`src/stpi_pkg.sv`:
```
// shared types and constants for the trapezoid step interval block
// no dependencies; used by every module of the block except stpi_div_cell
`default_nettype none
package stpi_pkg;

  localparam int unsigned IdxW  = 31;
  localparam int unsigned IvW   = 20;
  localparam int unsigned FreqW = 32;

  localparam logic [IvW-1:0] ONE_MILLION = 20'd1000000;

  // register indexes on the configuration port
  localparam logic [1:0] REG_TOTAL  = 2'd0;
  localparam logic [1:0] REG_RAMP   = 2'd1;
  localparam logic [1:0] REG_START  = 2'd2;
  localparam logic [1:0] REG_CRUISE = 2'd3;

  // reset values of the registers and of the derived frequencies
  localparam logic [IdxW-1:0] RST_TOTAL  = 31'd1;
  localparam logic [IdxW-1:0] RST_RAMP   = 31'd1;
  localparam logic [IvW-1:0]  RST_START  = 20'd2000;
  localparam logic [IvW-1:0]  RST_CRUISE = 20'd500;
  localparam logic [IvW-1:0]  RST_F0     = 20'd500;
  localparam logic [IvW-1:0]  RST_FC     = 20'd2000;

  // clamped profile view handed from the register block to the datapath
  typedef struct packed {
    logic [IdxW-1:0] total;
    logic [IdxW-1:0] accel;
    logic [IvW-1:0]  f0;
    logic [IvW-1:0]  fc;
    logic [IvW-1:0]  cruise;
    logic            busy;
  } cfg_view_t;

endpackage
`default_nettype wire

```
`src/stpi_freq_div.sv`:
```
// serial divider turning an interval register into 1000000/interval
// depends on stpi_pkg for widths and the constant
`default_nettype none
module stpi_freq_div #(
  parameter logic [stpi_pkg::IvW-1:0] RESET_Q = stpi_pkg::RST_F0
) (
  input  wire logic                     clk,
  input  wire logic                     rst_n,
  input  wire logic                     start,
  input  wire logic [stpi_pkg::IvW-1:0] value,
  output logic [stpi_pkg::IvW-1:0]      freq_r,
  output logic                          busy_r
);

  logic [stpi_pkg::IvW-1:0] div_r;
  logic [stpi_pkg::IvW-1:0] rem_r;
  logic [stpi_pkg::IvW-1:0] sh_r;
  logic [4:0]               cnt_r;
  logic [stpi_pkg::IvW:0]   trial;
  logic [stpi_pkg::IvW:0]   diff;
  logic                     ge;
  logic [stpi_pkg::IvW-1:0] rem_nxt;
  logic [stpi_pkg::IvW-1:0] sh_nxt;

  // one quotient bit a cycle while busy
  always_comb begin
    trial   = {rem_r, sh_r[stpi_pkg::IvW-1]};
    diff    = trial - {1'b0, div_r};
    ge      = (trial >= {1'b0, div_r});
    rem_nxt = ge ? diff[stpi_pkg::IvW-1:0] : trial[stpi_pkg::IvW-1:0];
    sh_nxt  = {sh_r[stpi_pkg::IvW-2:0], ge};
  end

  // control and result
  always_ff @(posedge clk) begin
    if (!rst_n) begin
      busy_r <= 1'b0;
      cnt_r  <= '0;
      freq_r <= RESET_Q;
    end else if (start) begin
      busy_r <= 1'b1;
      cnt_r  <= '0;
    end else if (busy_r) begin
      cnt_r <= cnt_r + 5'd1;
      if (cnt_r == 5'(stpi_pkg::IvW - 1)) begin
        busy_r <= 1'b0;
        freq_r <= sh_nxt;
      end
    end
  end

  // working registers; a zero interval divides as one
  always_ff @(posedge clk) begin
    if (start) begin
      div_r <= (value == '0) ? stpi_pkg::IvW'(1) : value;
      rem_r <= '0;
      sh_r  <= stpi_pkg::ONE_MILLION;
    end else if (busy_r) begin
      rem_r <= rem_nxt;
      sh_r  <= sh_nxt;
    end
  end

endmodule
`default_nettype wire

```
`src/stpi_cfg.sv`:
```
// configuration registers, clamped ramp length and endpoint frequencies
// depends on stpi_pkg and stpi_freq_div
`default_nettype none
module stpi_cfg (
  input  wire logic        clk,
  input  wire logic        rst_n,
  input  wire logic        psel,
  input  wire logic        penable,
  input  wire logic        pwrite,
  input  wire logic [3:0]  paddr,
  input  wire logic [31:0] pwdata,
  output logic [31:0]      prdata,
  output stpi_pkg::cfg_view_t view
);

  logic [stpi_pkg::IdxW-1:0] total_r;
  logic [stpi_pkg::IdxW-1:0] ramp_r;
  logic [stpi_pkg::IvW-1:0]  start_r;
  logic [stpi_pkg::IvW-1:0]  cruise_r;
  logic                      wr;
  logic [1:0]                idx;
  logic [stpi_pkg::IdxW-1:0] total_c;
  logic [stpi_pkg::IdxW-1:0] half;
  logic [stpi_pkg::IdxW-1:0] acc1;
  logic [stpi_pkg::IdxW-1:0] acc2;
  logic [stpi_pkg::IvW-1:0]  f0;
  logic [stpi_pkg::IvW-1:0]  fc;
  logic                      busy0;
  logic                      busy1;

  assign wr  = psel && penable && pwrite;
  assign idx = paddr[3:2];

  // register writes
  always_ff @(posedge clk) begin
    if (!rst_n) begin
      total_r  <= stpi_pkg::RST_TOTAL;
      ramp_r   <= stpi_pkg::RST_RAMP;
      start_r  <= stpi_pkg::RST_START;
      cruise_r <= stpi_pkg::RST_CRUISE;
    end else if (wr) begin
      unique case (idx)
        stpi_pkg::REG_TOTAL:  total_r  <= pwdata[stpi_pkg::IdxW-1:0];
        stpi_pkg::REG_RAMP:   ramp_r   <= pwdata[stpi_pkg::IdxW-1:0];
        stpi_pkg::REG_START:  start_r  <= pwdata[stpi_pkg::IvW-1:0];
        stpi_pkg::REG_CRUISE: cruise_r <= pwdata[stpi_pkg::IvW-1:0];
        default: ;
      endcase
    end
  end

  // read back
  always_comb begin
    unique case (idx)
      stpi_pkg::REG_TOTAL:  prdata = {1'b0, total_r};
      stpi_pkg::REG_RAMP:   prdata = {1'b0, ramp_r};
      stpi_pkg::REG_START:  prdata = {12'd0, start_r};
      stpi_pkg::REG_CRUISE: prdata = {12'd0, cruise_r};
      default:              prdata = '0;
    endcase
  end

  // endpoint frequencies, recomputed after each interval write
  stpi_freq_div #(.RESET_Q(stpi_pkg::RST_F0)) u_f0 (
    .clk(clk), .rst_n(rst_n),
    .start(wr && idx == stpi_pkg::REG_START),
    .value(pwdata[stpi_pkg::IvW-1:0]),
    .freq_r(f0), .busy_r(busy0)
  );

  stpi_freq_div #(.RESET_Q(stpi_pkg::RST_FC)) u_fc (
    .clk(clk), .rst_n(rst_n),
    .start(wr && idx == stpi_pkg::REG_CRUISE),
    .value(pwdata[stpi_pkg::IvW-1:0]),
    .freq_r(fc), .busy_r(busy1)
  );

  // clamp total to one and ramp to between one and half the total
  always_comb begin
    total_c = (total_r == '0) ? stpi_pkg::IdxW'(1) : total_r;
    half    = total_c >> 1;
    acc1    = (ramp_r == '0) ? stpi_pkg::IdxW'(1) : ramp_r;
    acc2    = (acc1 > half) ? half : acc1;
    view.total  = total_c;
    view.accel  = (acc2 == '0) ? stpi_pkg::IdxW'(1) : acc2;
    view.f0     = f0;
    view.fc     = fc;
    view.cruise = cruise_r;
    view.busy   = busy0 || busy1;
  end

endmodule
`default_nettype wire

```
`config.mk`:
```
export PLATFORM = sky130hd
export DESIGN_NAME = stpi_cfg
export DESIGN_NICKNAME = d
export VERILOG_FILES = /design/src/stpi_pkg.sv /design/src/stpi_freq_div.sv /design/src/stpi_cfg.sv
export SDC_FILE = /design/constraint.sdc
export NUM_CORES = 1
export LEC_CHECK = 0
export ABC_AREA = 1
export BUFFER_PORTS_ARGS = -buffer_cell sky130_fd_sc_hd__clkbuf_2
export CORE_ASPECT_RATIO = 2
export CORE_UTILIZATION = 35
export DETAILED_ROUTE_END_ITERATION = 8
export PLACE_DENSITY_LB_ADDON = 0.3
export SLEW_MARGIN = 20
export SYNTH_ARGS = -nofsm -noshare
export SYNTH_HDL_FRONTEND = slang
export SYNTH_HIERARCHICAL = 1
export SYNTH_SLANG_ARGS = --single-unit
export TNS_END_PERCENT = 30
```
`constraint.sdc`:
```
create_clock -name clk -period 6.04 [get_ports clk]
set_input_delay 1.208 -clock clk [delete_from_list [all_inputs] [get_ports clk]]
set_output_delay 1.208 -clock clk [all_outputs]
set_load 0.05 [all_outputs]
```
# --- After elaboration in Yosys (flattened, before gate mapping) ---
# Index checks and enable logic that the tools add are counted.
# Widths: inputs -> output; s select.
classes:
  add_sub_neg: 4
  magnitude_cmp: 3
  n_eq_ne: 5
  n_mux: 14
  bitwise_logic: 3
  n_reduce_logical: 18
op_table:
  columns: ["operator", "n"]
  rows:
  - ["$pmux 32 s4", 1]
  - ["$mux 31", 4]
  - ["$logic_not 31->1", 3]
  - ["$mux 20", 3]
  - ["$ge 21x20->1", 2]
  - ["$sub 20x20->20", 2]
  - ["$gt 31x30->1", 1]
  - ["$logic_not 20->1", 1]
  - ["$add 5x1->5 const B", 2]
  - ["$eq 5x5->1 const B", 2]
  - ["$reduce_and 2->1", 4]
  - ["$mux 1", 6]
  - ["$reduce_and 3->1", 2]
  - ["$eq 2x2->1 const B", 2]
  - ["$logic_and 1x1->1", 4]
  - ["$reduce_or 2->1", 2]
  - ["$not 1->1", 3]
  - ["$eq 2x1->1 const B", 1]
  - ["$logic_not 2->1", 1]
  - ["$logic_or 1x1->1", 1]
totals:
  reg_bits: 274
  in_bits: 41

# --- Longest topological paths before layout ---
# Gate-level depths: netlist (run 1).
logic_depth:
  ltp_word: 6
  depth_mapped: 26
  ltp_nobuf: 25

# --- Hierarchy ---
# Netlist (run 1), hierarchy kept.
by_module_without_submodules:
  columns: ["mod", "n_inst", "cells_per_inst", "area_per_inst_um2", "seq_area_each_um2"]
  rows:
  - ["stpi_freq_div", 2, 726, 4902.2, 1921.8]
  - ["stpi_cfg", 1, 918, 5947.0, 2042.0]

# --- Worst setup path after synthesis (run 1) ---
# OpenSTA, ideal clock, no wires.
synth_timing:
  path_kind: "flip-flop to output port"
  startpoint: "reg total_r[1] (netlist bit)"
  endpoint: "out view[61] (netlist bit)"
  t_arrival_ps: 3214
  slack_ps: 1618
  stages_incl_launch_ff: 13
  cell_sequence: "dfxtp_1 -> clkbuf_1 -> ha_1 -> nand4_1 -> nor3_2 -> nand3b_1 -> nand2_2 -> o21ai_0 -> nor2_1 -> nand3_1 -> nor2_1 -> nand2_1 -> nand2_1"
synth_rtl:
  columns: ["item", "line", "source"]
  rows:
  - ["start, declared", "stpi_cfg.sv:16", "logic [stpi_pkg::IdxW-1:0] total_r;"]
  - ["start signal, assigned", "stpi_cfg.sv:37", "total_r <= stpi_pkg::RST_TOTAL;"]
  - ["start signal, assigned", "stpi_cfg.sv:43", "stpi_pkg::REG_TOTAL: total_r <= pwdata[stpi_pkg::IdxW-1:0];"]
  - ["end, declared", "stpi_cfg.sv:13", "output stpi_pkg::cfg_view_t view"]

==> metrics.cfg, run 1 <==
[finish]
syn2layout_area_growth_pct = 12.03
n_antenna_cell = 0
fill_cells = 4729
multiInputGateArea_um2 = 7734
final_nets = 2528
seq_area_um2 = 5888
drive_gt1_share_pct = 13.02

[detailed_routing]
wl_per_cell_um = 17.21
vias = 15130
first_pass_iters = 8
routed_wl_um = 51440
routed_via_density = 5.062
final_antenna_net_count = 0
drc = 20
drt_iter0_drc = 892

[run_status]
outcome = finished, violations left
violations = DRC

[synth]
syn_area_per_cell_um2 = 6.646
yosys.area.top_type = dfxtp_1
synth_cell_types = 47
synth_top_area_share_pct = 29.74
synth-seq-cells = 274
synth_edf_count = 40
syn_inst = 2370
yosys_warnings = 6
synth_flop_cell = dfxtp_1
synthArstFlopShare_pct = 0
netlist_area_um2 = 15750
synthTopCellsByArea = dfxtp_1, nand2_1, inv_1
yosysMostFrequentCell = nand2_1
synthTopCellsByCount = nand2_1, inv_1, nor2_1
seq_area_frac_synth_pct = 37.37

[pwr]
power_w = 0.006885
p_leak_nw = 9.015
p_per_area_nw_per_um2 = 390.2
ir_worst_vdd_mv = 0.3076

[global_routing]
grt_pass1_vias = 14900
overflow = 0
grt_pass1_wl_um = 79460
antenna_found_initial = 0
grt_max_degree = 87
grt_usage_pct = 21.98

[sta]
slew_viol_final = 0
hold_violations = 0
whs_ns = 0.4543
timing.final.crit_share_pct = 94.56
fin_tns_setup_ns = 0
tightest_slew_ns = 1.040
grt_setup_unrepaired = no
final.setup_skew_ns = 0.01675
period_minus_slack_ns = 5.711
maxSlewHeadroom_pct = 30.59
fmax_mhz = 175.1
setup_viol_count_final = 0

[min_path]
hold_path.class = flip-flop to flip-flop

[setup_path]
crit_chain = inv_1 > nand3_1 > nor2_1 > nand3_1 > nor2_1 > nor2_1 > ha_1 > nand4_1 > nor3_2 > nand3b_1 > nand2_2 > nand2_1 > nand2_1 > nand2_1 > nor2_1 > nand2_1 > nor2_1 > nand2_1 > nand2_1 > clkbuf_2
crit_type = flip-flop to output port
arrival_ns = 4.50
cpMaxStageDelayCell = nand2_2
cp_max_fo = 32
critPathTopFamily = simple AND/OR/NAND/NOR gates
path_buf_inv = 2
crit_path_end_kind = output port
required_ns = 4.83
slowest_delay_ns = 0.54
cp-start-kind = flip-flop
cp_common_cell = nand2_1

[clock_tree]
h-tree-depth = 1
cts-root-buf = clkbuf_16
clockBufferDepth = 3
cts_hold_buf = 0
clkTransAtPathRegs_ns = 0.06
cts_sinks = 274
cts_tree = yes
cts_setup_buffers = 0
cts_resized = 0
cts_made_buffers = 29
clock_latency_ns = 0.58

[floorplan]
rows = 109
dieWidth_um = 152.0
start_util_pct = 35.54
io_pins = 196
dieArea_um2 = 45910
die_y_um = 302.0
core_area_um2 = 44320

[placed_design]
numPortBuffers = 190
gp_congestion = 0.9249
dp_hpwl_um = 37920

[flow_run]
cap_viol_max_count = 0

per-stage QoR:
stage | instances | cell area [um2] | worst slack (ns) | utilization, %
5_1_grt | 2989 | 17650 | 0.1186 | 39.81
2_1_floorplan | 2371 | 15760 | 1.618 | -
6_report | 2989 | 17650 | 0.3286 | 39.81
3_5_place_dp | 2937 | 16680 | 1.037 | 37.64
4_1_cts | 2989 | 17650 | 0.3988 | 39.81
3_3_place_gp | 2937 | 16680 | 1.038 | 37.64
per-layer routing:
metal | vias to the layer above | GRT usage [%] | routed length [um]
li1 | 7543 | - | -
met1 | 6963 | 20.63 | 18160
met2 | 468 | 44.33 | 27870
met3 | 156 | 2.650 | 2317
met4 | 0 | 14.31 | 3095
met5 | - | 0 | 0
cells in the final DEF, fill, tap and decap left out, drive strengths merged, types with 19 or more instances in the layout:
cell     count
o21ai      148
nand2      634
nor2       253
clkbuf     227
nand4       46
nand3      188
dfxtp      234
o2111ai     20
nor4        19
a21oi      111
inv        339
ha          72
edfxtp      40
nor3        23
buf         21
layout make-up:
cell class | count | area share [%]
well taps | 555 | 3.935
multi-input cells | 1561 | 43.83
clock inverters | 14 | 0.7303
clock buffers | 38 | 4.715
flip-flops and latches | 274 | 33.37
inverters | 337 | 7.169
repair buffers | 210 | 6.254
worst reg2reg max path, cell delays in order, from the launching register on:
cell      delay, ns
edfxtp_1       0.35
inv_1          0.05
ha_1           0.34
nand2_1        0.12
inv_1          0.06
nand2_1        0.10
nand3_2        0.11
nand2_1        0.16
nand2_1        0.11
nand2_2        0.43
nand2_4        0.32
nand2_2        0.23
nor2_1         0.08
nor2_1         0.13
nor2_1         0.05
power by group:
| part | total, W | switching, W | internal [W] |
|---|---|---|---|
| logic | 0.00276 | 0.00193 | 0.000826 |
| clock network | 0.00183 | 0.000811 | 0.00102 |
| registers | 0.00229 | 0.000198 | 0.00210 |
path summary, 6_finish.rpt:
path	slack, ns	end	cells past startpoint	startpoint
setup / recovery	0.33	view[61]	20	ramp_r[29]
hold / removal	0.45	u_f0/freq_r[6]	2	u_f0/freq_r[6]
setup reg to reg	3.26	u_f0/rem_r[17]	14	u_f0/div_r[4]
hold reg to reg	0.45	u_f0/freq_r[6]	2	u_f0/freq_r[6]
registers in the layout, indices dropped and copies added, names as in the netlist:
name	count
ramp_r	31
total_r	31
cruise_r	20
start_r	20
u_f0/div_r	20
u_f0/freq_r	20
u_f0/rem_r	20
u_f0/sh_r	20
u_fc/div_r	20
u_fc/freq_r	20
u_fc/rem_r	20
u_fc/sh_r	20
u_f0/cnt_r	5
u_fc/cnt_r	5
u_f0/busy_r	1
u_fc/busy_r	1
logic make-up (layout without fill, tap and decap cells):
family	count (synthesis)	count (layout)	synth area share, %
compound gates	300	300	10.29
xor+xnor	14	14	0.7784
fa+ha+maj	74	74	5.973
buf+inv	536	599	13.67
flops	274	274	37.37
other cells	1	2	0.02381
simple gates	1171	1171	31.89
Power figures use the tool's default switching activity.
==> run 2, diff against run 1 <==
--- a/config.mk
+++ b/config.mk
@@ -6,11 +6,14 @@
 export NUM_CORES = 1
 export LEC_CHECK = 0
 export ABC_AREA = 1
+export ABC_CLOCK_PERIOD_IN_PS = 6040
 export BUFFER_PORTS_ARGS = -buffer_cell sky130_fd_sc_hd__clkbuf_2
 export CORE_ASPECT_RATIO = 2
+export CORE_MARGIN = 2
 export CORE_UTILIZATION = 35
 export DETAILED_ROUTE_END_ITERATION = 8
 export PLACE_DENSITY_LB_ADDON = 0.3
+export REMOVE_ABC_BUFFERS = 1
 export SLEW_MARGIN = 20
 export SYNTH_ARGS = -nofsm -noshare
 export SYNTH_HDL_FRONTEND = slang
==> metrics.cfg, run 2 (synthesis gave the netlist of run 1 again) <==
[run_status]
outcome = finished, final reports clean

[pwr]
p_per_area_nw_per_um2 = 386.1  ; -1.0%
p_leak_nw = 9.011  ; about the same
ir_worst_vdd_mv = 0.2932  ; -4.7%

[clock_tree]
h-tree-depth = 1  ; unchanged
cts_tree = yes
cts_made_buffers = 28  ; -3.4%
clkTransAtPathRegs_ns = 0.07  ; about the same
clockBufferDepth = 3  ; unchanged
cts-root-buf = clkbuf_16
cts_setup_buffers = 0  ; unchanged
clock_latency_ns = 0.57  ; about the same
cts_sinks = 274  ; unchanged
cts_hold_buf = 0  ; unchanged
cts_resized = 0  ; unchanged

[min_path]
hold_path.class = flip-flop to flip-flop

[detailed_routing]
final_antenna_net_count = 0  ; unchanged
vias = 14690  ; -2.9%
wl_per_cell_um = 15.90  ; -7.6%
routed_wl_um = 47550  ; -7.6%
drc = 0  ; -100%
routed_via_density = 4.913  ; -2.9%
drt_iter0_drc = 797  ; -11%
first_pass_iters = 6  ; -2

[setup_path]
cp_max_fo = 32  ; unchanged
arrival_ns = 4.16  ; -0.34 ns
cp-start-kind = flip-flop
crit_path_end_kind = output port
crit_type = flip-flop to output port
required_ns = 4.83  ; about the same

[global_routing]
grt_max_degree = 98  ; +13%
overflow = 0  ; unchanged
grt_usage_pct = 19.89  ; -2.1 points
antenna_found_initial = 0  ; unchanged
grt_pass1_wl_um = 75280  ; -5.3%
grt_pass1_vias = 14090  ; -5.4%

[sta]
tightest_slew_ns = 1.044  ; +0.003585 ns
timing.final.crit_share_pct = 88.85  ; -5.7 points
grt_setup_unrepaired = no
setup_viol_count_final = 0  ; unchanged
period_minus_slack_ns = 5.367  ; -0.3445 ns
whs_ns = 0.4555  ; +0.001208 ns
hold_violations = 0  ; unchanged
maxSlewHeadroom_pct = 30.26  ; -0.33 points
fin_tns_setup_ns = 0  ; unchanged
final.setup_skew_ns = 0.01598  ; -0.0007675 ns
fmax_mhz = 186.3  ; +6.4%
slew_viol_final = 0  ; unchanged

[finish]
design_area_um2 = 17640  ; about the same
reg_top3 = ramp_r: 31 flops, total_r: 31 flops
final_nets = 2525  ; -0.12%
n_antenna_cell = 0  ; unchanged
fill_cells = 4757  ; +0.59%
final_common_cell = nand2_1
syn2layout_area_growth_pct = 11.96  ; about the same
fin_util_pct = 39.43  ; -0.38 points
final_cell_mix = nand2_1, inv_1, nor2_1
drive_gt1_share_pct = 12.88  ; -0.14 points

[floorplan]
die_y_um = 304.0  ; +0.66%
dieWidth_um = 154.0  ; +1.3%
io_pins = 196  ; unchanged
dieArea_um2 = 46820  ; +2.0%
rows = 110  ; +0.92%
core_area_um2 = 44730  ; +0.92%
start_util_pct = 35.21  ; -0.32 points

[placed_design]
gp_congestion = 0.8956  ; -3.2%
dp_hpwl_um = 33840  ; -11%
numPortBuffers = 190  ; unchanged
place_area_um2 = 16680  ; about the same

[flow_run]
cap_viol_max_count = 0  ; unchanged

-- run 2: per-stage QoR --
step | cells | worst slack, ns | total power [W]
after CTS | 2990 | 0.7164 | 0.006852
final | 2990 | 0.6732 | 0.006809
after global placement | 2940 | 1.366 | 0.004994
after detailed placement | 2940 | 1.346 | 0.005007
after global routing | 2990 | 0.4064 | 0.007291
after floorplan | 2172 | 0.5760 | 0.004295
-- run 2: path summary, 6_finish.rpt --
path,depth (start not counted),start,slack (ns),endpoint
max reg2reg,14,u_f0/div_r[2],3.33,u_f0/rem_r[17]
min,2,u_f0/freq_r[2],0.46,u_f0/freq_r[2]
max,18,ramp_r[15],0.67,view[61]
min reg2reg,2,u_f0/freq_r[2],0.46,u_f0/freq_r[2]
-- run 2: power breakdown --
| part | switching (W) | total, W | internal, W |
|---|---|---|---|
| clock network | 0.000776 | 0.00182 | 0.00105 |
| logic | 0.00188 | 0.00270 | 0.000825 |
| registers | 0.000192 | 0.00229 | 0.00210 |
| total | 0.00284 | 0.00681 | 0.00397 |
-- run 2: critical path, stage by stage, from the launching register on --
cell,delay (ns)
dfxtp_1,0.33
nor4_1,0.44
nand3_1,0.16
nor2_1,0.14
nor2_1,0.06
ha_1,0.28
nand4_1,0.11
nor3_2,0.18
nand3b_1,0.14
nand2_2,0.57
nand2_1,0.11
nand2_1,0.11
nand2_1,0.06
nor2_1,0.17
nand2_1,0.10
nor2_1,0.14
nand2_1,0.07
nand2_1,0.11
clkbuf_2,0.29
-- run 2: metal layers --
metal	up-vias	wire (um)	global-route usage, %
met3	74	2423	2.492
met2	409	23160	35.21
li1	7546	-	-
met4	0	1354	6.477
met1	6660	20610	24.88
met5	-	0	0
-- run 2: cell type report --
type                            count  area (um2)  area share, %
Inverter                          337        1265          7.173
Clock buffer                       34       775.7          4.399
Sequential cell                   274        5888          33.39
Timing Repair Buffer              208        1089          6.172
Tap cell                          560       700.7          3.973
Multi-Input combinational cell   1561        7742          43.90
Clock inverter                     16       175.2         0.9933
